==> src/design/wsk_pkg.sv <==
// shared types, constants and scale tables for the key-to-note unit
package wsk_pkg;

  localparam int MAX_KEYS       = 8;
  localparam int OFF_W          = 8;   // signed scale offset in semitones
  localparam int PROD_W         = 17;  // unsigned 8 bit weight times signed offset
  localparam int NUM_W          = 21;  // signed weighted sum
  localparam int DEN_W          = 12;  // sum of weights, at most 9 * 255
  localparam int MAG_W          = 28;  // magnitude of weighted sum times 256
  localparam int QUO_W          = 15;  // magnitude of mean in Q7.8
  localparam int BITS_PER_STAGE = 3;
  localparam int DIV_STAGES     = QUO_W / BITS_PER_STAGE;

  localparam logic [1:0] CFG_TONIC  = 2'd0;
  localparam logic [1:0] CFG_SCALE  = 2'd1;
  localparam logic [1:0] CFG_OCTAVE = 2'd2;

  localparam int MODE_NONE = 0;
  localparam int MODE_HIGH = 1;
  localparam int MODE_LOW  = 2;
  localparam int MODES     = 3;

  localparam int SCALE_IV [8][7] = '{
    '{2, 2, 1, 2, 2, 2, 1},
    '{2, 1, 2, 2, 1, 2, 2},
    '{2, 2, 3, 2, 3, 0, 0},
    '{3, 2, 1, 1, 3, 2, 0},
    '{2, 0, 0, 0, 0, 0, 0},
    '{2, 1, 0, 0, 0, 0, 0},
    '{1, 2, 0, 0, 0, 0, 0},
    '{1, 0, 0, 0, 0, 0, 0}
  };
  localparam int SCALE_REP [8] = '{7, 7, 5, 6, 1, 2, 2, 1};
  localparam int SCALE_OCT [8] = '{7, 7, 5, 6, 6, 8, 8, 12};
  // 12 / (octave / repeat) for the short-repeat scales
  localparam int MAG_UNIT  [8] = '{0, 0, 0, 0, 2, 3, 3, 1};

  typedef struct packed {
    logic             valid;
    logic             neg;
    logic [MAG_W-1:0] rem;
    logic [DEN_W-1:0] den;
    logic [QUO_W-1:0] quo;
  } div_t;

  // scale offset of one slot (0 = open key), evaluated at elaboration only
  function automatic int calc_off(int scale, int mode, int slot, int keys);
    int rep;
    int oct;
    int bk;
    int boff;
    int k;
    int off;
    rep  = SCALE_REP[scale];
    oct  = SCALE_OCT[scale];
    bk   = 0;
    boff = 0;
    if (mode != MODE_NONE) begin
      boff = (rep <= 2) ? (keys + 1) * MAG_UNIT[scale] : 12;
      if (mode == MODE_HIGH) begin
        bk = keys + 1;
      end else begin
        bk   = -(keys + 1);
        boff = -boff;
      end
      for (int n = 0; n < 16; n++) begin
        if (bk < 0) bk = bk + oct;
      end
    end
    k = bk;
    for (int n = 0; n < 64; n++) begin
      if (k >= rep) k = k - rep;
    end
    off = boff;
    for (int i = 0; i < MAX_KEYS + 1; i++) begin
      if (i < slot) begin
        off = off + SCALE_IV[scale][k];
        k   = k + 1;
        if (k == rep) k = 0;
      end
    end
    return off;
  endfunction

endpackage

==> src/design/wsk_front.sv <==
// offset lookup, open-key weight, products and sums (four register stages)
module wsk_front #(
  parameter int KEYS = 8
) (
  input  logic                              clk,
  input  logic                              rst_n,
  input  logic                              en,
  input  logic                              in_valid,
  input  logic [63:0]                       key_depths,
  input  logic                              high_register,
  input  logic                              low_register,
  input  logic [2:0]                        scale_type,
  output logic                              valid_o,
  output logic signed [wsk_pkg::NUM_W-1:0]  num_o,
  output logic [wsk_pkg::DEN_W-1:0]         den_o
);

  localparam int OW = wsk_pkg::OFF_W;

  logic signed [OW-1:0] tab [8][wsk_pkg::MODES][KEYS+1];

  for (genvar s = 0; s < 8; s++) begin : g_s
    for (genvar m = 0; m < wsk_pkg::MODES; m++) begin : g_m
      for (genvar j = 0; j <= KEYS; j++) begin : g_j
        localparam int OFF = wsk_pkg::calc_off(s, m, j, KEYS);
        assign tab[s][m][j] = OW'(OFF);
      end
    end
  end

  logic [1:0] mode;
  always_comb begin
    if (high_register && !low_register) begin
      mode = 2'(wsk_pkg::MODE_HIGH);
    end else if (low_register && !high_register) begin
      mode = 2'(wsk_pkg::MODE_LOW);
    end else begin
      mode = 2'(wsk_pkg::MODE_NONE);
    end
  end

  // stage 1
  logic                 v1_r;
  logic [7:0]           dep1_r [KEYS];
  logic signed [OW-1:0] off1_r [KEYS+1];

  always_ff @(posedge clk) begin
    if (!rst_n) begin
      v1_r <= 1'b0;
    end else if (en) begin
      v1_r <= in_valid;
    end
  end

  always_ff @(posedge clk) begin
    if (en) begin
      for (int i = 0; i < KEYS; i++) dep1_r[i] <= key_depths[8*i +: 8];
      for (int j = 0; j <= KEYS; j++) off1_r[j] <= tab[scale_type][mode][j];
    end
  end

  // open key weight
  logic [7:0] maxd;
  logic [3:0] down;
  logic [7:0] w0;
  always_comb begin
    maxd = 8'd0;
    down = 4'd0;
    for (int i = 0; i < KEYS; i++) begin
      if (dep1_r[i] > maxd) maxd = dep1_r[i];
      down = down + {3'b0, (dep1_r[i] != 8'd0)};
    end
    w0 = (down <= 4'd1) ? (8'd255 - maxd) : 8'd0;
  end

  // stage 2
  logic                 v2_r;
  logic [7:0]           w2_r   [KEYS+1];
  logic signed [OW-1:0] off2_r [KEYS+1];

  always_ff @(posedge clk) begin
    if (!rst_n) begin
      v2_r <= 1'b0;
    end else if (en) begin
      v2_r <= v1_r;
    end
  end

  always_ff @(posedge clk) begin
    if (en) begin
      w2_r[0] <= w0;
      for (int i = 0; i < KEYS; i++) w2_r[i+1] <= dep1_r[i];
      for (int j = 0; j <= KEYS; j++) off2_r[j] <= off1_r[j];
    end
  end

  logic [wsk_pkg::DEN_W-1:0] den_sum;
  always_comb begin
    den_sum = '0;
    for (int j = 0; j <= KEYS; j++) den_sum = den_sum + {4'b0, w2_r[j]};
  end

  // stage 3
  logic                                  v3_r;
  logic signed [wsk_pkg::PROD_W-1:0]     prod3_r [KEYS+1];
  logic [wsk_pkg::DEN_W-1:0]             den3_r;

  always_ff @(posedge clk) begin
    if (!rst_n) begin
      v3_r <= 1'b0;
    end else if (en) begin
      v3_r <= v2_r;
    end
  end

  always_ff @(posedge clk) begin
    if (en) begin
      for (int j = 0; j <= KEYS; j++) begin
        prod3_r[j] <= $signed({1'b0, w2_r[j]}) * off2_r[j];
      end
      den3_r <= den_sum;
    end
  end

  logic signed [wsk_pkg::NUM_W-1:0] num_sum;
  always_comb begin
    num_sum = '0;
    for (int j = 0; j <= KEYS; j++) begin
      num_sum = num_sum + wsk_pkg::NUM_W'(prod3_r[j]);
    end
  end

  // stage 4
  logic                             v4_r;
  logic signed [wsk_pkg::NUM_W-1:0] num4_r;
  logic [wsk_pkg::DEN_W-1:0]        den4_r;

  always_ff @(posedge clk) begin
    if (!rst_n) begin
      v4_r <= 1'b0;
    end else if (en) begin
      v4_r <= v3_r;
    end
  end

  always_ff @(posedge clk) begin
    if (en) begin
      num4_r <= num_sum;
      den4_r <= den3_r;
    end
  end

  assign valid_o = v4_r;
  assign num_o   = num4_r;
  assign den_o   = den4_r;

endmodule

==> src/design/wsk_div_stage.sv <==
// one registered stage of the restoring divider, three quotient bits per stage
module wsk_div_stage #(
  parameter int STAGE = 0
) (
  input  logic          clk,
  input  logic          rst_n,
  input  logic          en,
  input  wsk_pkg::div_t d_i,
  output wsk_pkg::div_t d_o
);

  localparam int TOP_BIT = wsk_pkg::QUO_W - 1 - STAGE * wsk_pkg::BITS_PER_STAGE;

  wsk_pkg::div_t d_nxt;
  wsk_pkg::div_t d_r;
  logic [wsk_pkg::MAG_W-1:0] trial;

  always_comb begin
    d_nxt = d_i;
    trial = '0;
    for (int n = 0; n < wsk_pkg::BITS_PER_STAGE; n++) begin
      trial = wsk_pkg::MAG_W'(d_i.den) << (TOP_BIT - n);
      if (d_nxt.rem >= trial) begin
        d_nxt.rem             = d_nxt.rem - trial;
        d_nxt.quo[TOP_BIT-n]  = 1'b1;
      end
    end
  end

  always_ff @(posedge clk) begin
    if (!rst_n) begin
      d_r <= '0;
    end else if (en) begin
      d_r <= d_nxt;
    end
  end

  assign d_o = d_r;

endmodule

==> src/design/weighted_scale_key_to_note_unit.sv <==
// top level of the weighted key-to-note unit
// Takes one key frame per clock while not stalled and returns one signed Q8.8
// note per frame, in order. Each accepted input transaction passes through four
// front stages (offset lookup, open-key weight, products, sums), five divider
// stages of three quotient bits each, and the output register. The pipeline
// moves as one; it stalls only while a result sits in the output register
// and the sink stalls, so with no sink stall it sustains one transaction per cycle.
// Configuration writes are always ready; write them only while the pipeline
// is empty. Tonic writes are reduced modulo 12, octave writes clamped to 1..8.
module weighted_scale_key_to_note_unit #(
  parameter int KEYS = 8
) (
  input  logic               clk,
  input  logic               rst_n,
  input  logic               in_valid,
  output logic               in_stall,
  input  logic [63:0]        in_key_depths,
  input  logic               in_high_register,
  input  logic               in_low_register,
  output logic               out_valid,
  input  logic               out_stall,
  output logic signed [15:0] out_note_q8,
  input  logic               cfg_valid,
  output logic               cfg_ready,
  input  logic [1:0]         cfg_index,
  input  logic [3:0]         cfg_data
);

  // configuration registers
  logic [3:0] tonic_r;
  logic [2:0] scale_r;
  logic [3:0] octave_r;

  assign cfg_ready = 1'b1;

  always_ff @(posedge clk) begin
    if (!rst_n) begin
      tonic_r  <= 4'd0;
      scale_r  <= 3'd0;
      octave_r <= 4'd4;
    end else if (cfg_valid && cfg_ready) begin
      unique case (cfg_index)
        wsk_pkg::CFG_TONIC:  tonic_r  <= (cfg_data >= 4'd12) ? cfg_data - 4'd12 : cfg_data;
        wsk_pkg::CFG_SCALE:  scale_r  <= cfg_data[2:0];
        wsk_pkg::CFG_OCTAVE: octave_r <= (cfg_data == 4'd0) ? 4'd1 :
                                         (cfg_data > 4'd8) ? 4'd8 : cfg_data;
        default: ;  // unknown index ignored
      endcase
    end
  end

  // whole pipeline advances unless the result register is held
  logic out_valid_r;
  logic en;
  assign en       = !out_valid_r || !out_stall;
  assign in_stall = !en;

  logic                             f_valid;
  logic signed [wsk_pkg::NUM_W-1:0] f_num;
  logic [wsk_pkg::DEN_W-1:0]        f_den;

  wsk_front #(.KEYS(KEYS)) u_front (
    .clk           (clk),
    .rst_n         (rst_n),
    .en            (en),
    .in_valid      (in_valid),
    .key_depths    (in_key_depths),
    .high_register (in_high_register),
    .low_register  (in_low_register),
    .scale_type    (scale_r),
    .valid_o       (f_valid),
    .num_o         (f_num),
    .den_o         (f_den)
  );

  // divider input: magnitude of num * 256, sign kept aside for truncation toward zero
  wsk_pkg::div_t d [wsk_pkg::DIV_STAGES+1];
  logic [wsk_pkg::NUM_W-1:0] num_mag;
  assign num_mag = f_num[wsk_pkg::NUM_W-1] ? wsk_pkg::NUM_W'(-f_num) : wsk_pkg::NUM_W'(f_num);

  always_comb begin
    d[0].valid = f_valid;
    d[0].neg   = f_num[wsk_pkg::NUM_W-1];
    d[0].rem   = {wsk_pkg::MAG_W'(num_mag)} << 8;
    d[0].den   = f_den;
    d[0].quo   = '0;
  end

  for (genvar s = 0; s < wsk_pkg::DIV_STAGES; s++) begin : g_div
    wsk_div_stage #(.STAGE(s)) u_stage (
      .clk   (clk),
      .rst_n (rst_n),
      .en    (en),
      .d_i   (d[s]),
      .d_o   (d[s+1])
    );
  end

  // signed mean plus 12 + 12 * octave + tonic, saturated to 16 bits
  wsk_pkg::div_t       dq;
  logic [6:0]          semis;
  logic signed [15:0]  mean;
  logic signed [17:0]  total;
  logic signed [15:0]  note_nxt;

  assign dq = d[wsk_pkg::DIV_STAGES];

  always_comb begin
    semis = 7'(12 + 12 * int'(octave_r) + int'(tonic_r));
    mean  = dq.neg ? -$signed({1'b0, dq.quo}) : $signed({1'b0, dq.quo});
    total = 18'(mean) + $signed({3'b0, semis, 8'b0});
    if (total > 18'sd32767) begin
      note_nxt = 16'sd32767;
    end else if (total < -18'sd32768) begin
      note_nxt = -16'sd32768;
    end else begin
      note_nxt = 16'(total);
    end
  end

  logic signed [15:0] out_note_r;

  always_ff @(posedge clk) begin
    if (!rst_n) begin
      out_valid_r <= 1'b0;
    end else if (en) begin
      out_valid_r <= dq.valid;
    end
  end

  always_ff @(posedge clk) begin
    if (en) begin
      out_note_r <= note_nxt;
    end
  end

  assign out_valid   = out_valid_r;
  assign out_note_q8 = out_note_r;

  // checks
  logic [wsk_pkg::DIV_STAGES-1:0] div_v;
  for (genvar s = 0; s < wsk_pkg::DIV_STAGES; s++) begin : g_v
    assign div_v[s] = d[s+1].valid;
  end

  a_tonic_range: assert property (@(posedge clk) disable iff (!rst_n)
    tonic_r < 4'd12) else $error("tonic out of range");

  a_octave_range: assert property (@(posedge clk) disable iff (!rst_n)
    octave_r >= 4'd1 && octave_r <= 4'd8) else $error("octave out of range");

  a_stall_freezes: assert property (@(posedge clk) disable iff (!rst_n)
    !en |=> $stable(div_v) && $stable(f_valid)) else $error("pipeline moved while stalled");

endmodule

==> config.mk <==
export PLATFORM = sky130hd
export DESIGN_NAME = weighted_scale_key_to_note_unit
export DESIGN_NICKNAME = d
export VERILOG_FILES = /design/src/design/wsk_pkg.sv /design/src/design/wsk_front.sv /design/src/design/wsk_div_stage.sv /design/src/design/weighted_scale_key_to_note_unit.sv
export SDC_FILE = /design/constraint.sdc
export NUM_CORES = 2
export LEC_CHECK = 0
export BUFFER_PORTS_ARGS = -buffer_cell sky130_fd_sc_hd__buf_2
export CORE_MARGIN = 1
export CORE_UTILIZATION = 40
export DETAILED_ROUTE_END_ITERATION = 6
export GPL_ROUTABILITY_DRIVEN = 1
export SETUP_SLACK_MARGIN = 0.3
export SLEW_MARGIN = 20
export SYNTH_ARGS = -nofsm -noshare
export SYNTH_HDL_FRONTEND = slang
export SYNTH_SLANG_ARGS = --single-unit
==> constraint.sdc <==
create_clock -name clk -period 15 [get_ports clk]
set_clock_uncertainty 0.05 [all_clocks]
set_input_delay 0.75 -clock clk [delete_from_list [all_inputs] [get_ports clk]]
set_output_delay 0.75 -clock clk [all_outputs]
set_load 0.01 [all_outputs]
==> results.toml <==
[outcome]
status = "complete, no violations"

[critical_path]
crit_slowest_cell = "or3_1"
cp_slowest_stage_delay_ns = 0.57
worstPathArrival_ns = 13.92
cpMostUsedCell = "ha_1"
critical_path_class = "reg -> reg"
cp-end-kind = "flip-flop"
critPathMaxFanout = 17
critPathLaunchType = "flip-flop"
required_ns = 15.36

[sta]
slew_violations = 0
period_minus_slack_ns = 13.56
max_slew_margin_pct = 26.3
fin_crit_sh_pct = 90.4
holdWs_ns = 0.190
worst_slew_pin_slew_ns = 1.10
rsz0062_at_grt = "no"
fmax_ghz = 0.0737
hold_viol_final = 0
setup_violations = 0
setup_tns_ns = 0

[clock_network]
clkLatencyLatePin_ns = 0.70
cts_setup_buffers = 0
numCtsBuffers = 81
path_clk_slew_ns = 0.06
postCtsHoldBufs = 0
clockRootBuffer = "clkbuf_16"
cts_resized = 0
htreeDepth = 3
cts_tree = "yes"
clock_path_buffers = 3
cts_sinks = 664

[floorplanning]
die_h_um = 398
die-area_um2 = 158000
initial_core_util_pct = 40.5
num_rows = 144
core_area_um2 = 155000
num_io_pins = 96
die_width_um = 398

[worst_hold_path]
min_path_type = "in -> reg"

[synthesis]
async_reset_ff_share_pct = 0
synth_edf_count = 458
synth.cell_area_um2 = 62800
synth.avg_cell_area_um2 = 9.47
ys_seq_area_share_pct = 28.5
synth.distinct_cells = 95
synth-seq-cells = 664
syn_inst = 6624
synthFlopType = "edfxtp_1"
yosys_warnings = 0
syn_nets = 7921

[global_route]
grt_util_all_layers_pct = 20.9
overflow = 0
grt_pass1_wl_mm = 260
grt_pass1_vias = 46762
antenna_found_initial = 5
grt_max_degree = 179

[finish]
final_layout_size_suffix_gt1_share_pct = 5.35
areaGrowthSynthToFinish_pct = 8.76
stdcell_area_um2 = 68300
nets = 7971
finalNonFillerCells = 8786
diodes = 0

[placed_design]
gp_congestion = 0.895
dp_cells = 8635
port_buffers = 94
placed_area_um2 = 65500
dpl.hpwl_mm = 132

[detailed_routing]
firstDrtPassIters = 6
wire_per_inst_um = 18.7
routed-via-count = 46580
post_drt_via_cell_ratio = 5.30
routed_wl_mm = 164
drt-initial-drc-count = 2904
drtAntennaViolNets = 0
drcViolationCount = 0

[run]
drv_cap = 0
-- area by class of cell --
class | count | area [µm²]
fill | 14914 | 86700
multi-input combinational | 4840 | 40700
sequential | 664 | 17900
inverter | 955 | 3590
tap | 2044 | 2560
clock buffer | 99 | 2150
timing repair buffer | 132 | 768
clock inverter | 52 | 587
-- final timing paths --
check	startpoint	end	slack (ns)	cells past startpoint
setup / recovery	u_front.dep1_r[0][6]$_DFFE_PN_	u_front.w2_r[0][6]$_SDFFCE_PN0N_	1.44	61
hold / removal	in_key_depths[41]	u_front.dep1_r[2][9]$_DFFE_PN_	0.19	1
setup reg to reg	u_front.dep1_r[0][6]$_DFFE_PN_	u_front.w2_r[0][6]$_SDFFCE_PN0N_	1.44	61
hold reg to reg	u_front.off1_r[0][51]$_DFFE_PN_	u_front.off2_r[0][51]$_DFFE_PN_	0.36	0
-- synth_stat cells, types with 16 or more instances --
library cell	number	area (µm²)
a21o_1	103	773
a21oi_1	423	2120
o211ai_1	17	128
mux2i_1	57	571
dfxtp_1	206	4120
or3_1	35	219
inv_1	954	3580
xnor2_1	231	2020
or2_2	18	113
o21bai_1	82	616
and2_1	309	1930
o21ai_0	340	1700
mux2_2	45	507
ha_1	711	8900
a211oi_1	56	420
o31ai_1	57	428
nor3b_1	16	120
fa_1	509	10200
nand2b_1	64	400
a21boi_0	44	330
a31oi_1	46	288
nor4_1	41	257
and3_1	19	119
nand2_1	662	2480
nor3_1	70	350
nor2_1	318	1190
o21a_1	36	270
nand3_1	75	375
nor2b_1	46	288
nand4_1	51	319
edfxtp_1	458	13800
clkbuf_1	144	541
xor2_1	115	1010
-- cells in the final DEF, fill, tap and decap left out, types with 94 or more instances in the layout --
cell	n
a21o_1	103
a21oi_1	423
and2_1	309
buf_2	94
dfxtp_1	205
edfxtp_1	458
fa_1	509
ha_1	711
inv_1	952
nand2_1	661
nor2_1	317
o21ai_0	339
xnor2_1	231
xor2_1	115
-- per-layer routing --
layer | share of wire, % | wire [µm] | vias up | global-route usage [%]
met5 | 0.041 | 68 | - | 0
met4 | 3.0 | 4990 | 10 | 6.06
met3 | 4.1 | 6710 | 241 | 2.47
met2 | 48 | 78300 | 932 | 35.7
met1 | 45 | 74300 | 22656 | 27.6
li1 | - | - | 22741 | -
-- critical path, delay by kind of cell, from the launching register on --
kind | cells | cell delay, ns
buffers and inverters | 6 | 0.75
adders and majority gates | 7 | 1.99
and+or+nand+nor | 16 | 2.79
DFF | 1 | 0.45
muxes | 3 | 1.14
AOI/OAI and AO/OA | 29 | 6.10
-- cell families after synthesis --
| group | count (synthesis) | synth area share, % |
|---|---|---|
| and+or+nand+nor | 1783 | 13.9 |
| other | 1 | 0.00598 |
| xor gates and xnor gates | 346 | 4.83 |
| adders and majority gates | 1220 | 30.4 |
| muxes | 104 | 1.79 |
| buffers and inverters | 1120 | 6.72 |
| DFF | 664 | 28.5 |
| AOI/OAI and AO/OA | 1386 | 13.9 |
-- registers in the layout, summed over array words and instances, names as in the netlist, 4 cells and up --
register	flops
g_div.u_stage.d_o	190
u_front.den_o	12
u_front.den3_r	12
u_front.off1_r	54
u_front.dep1_r	64
u_front.num_o	21
octave_r	4
tonic_r	4
u_front.prod3_r	153
out_note_q8	16
u_front.off2_r	54
u_front.w2_r	72
-- stage by stage --
stage | utilization [%] | setup WS, ns
after global routing | 44.1 | 0.442
after floorplan | - | 0.333
after global placement | 42.3 | 0.551
final | 44.1 | 1.44
after CTS | 44.0 | 0.605
after detailed placement | 42.3 | 0.676
Power is left out: the tool's default activity adds up to more than one toggle a clock period on the data nets, which glitch-free logic cannot reach.
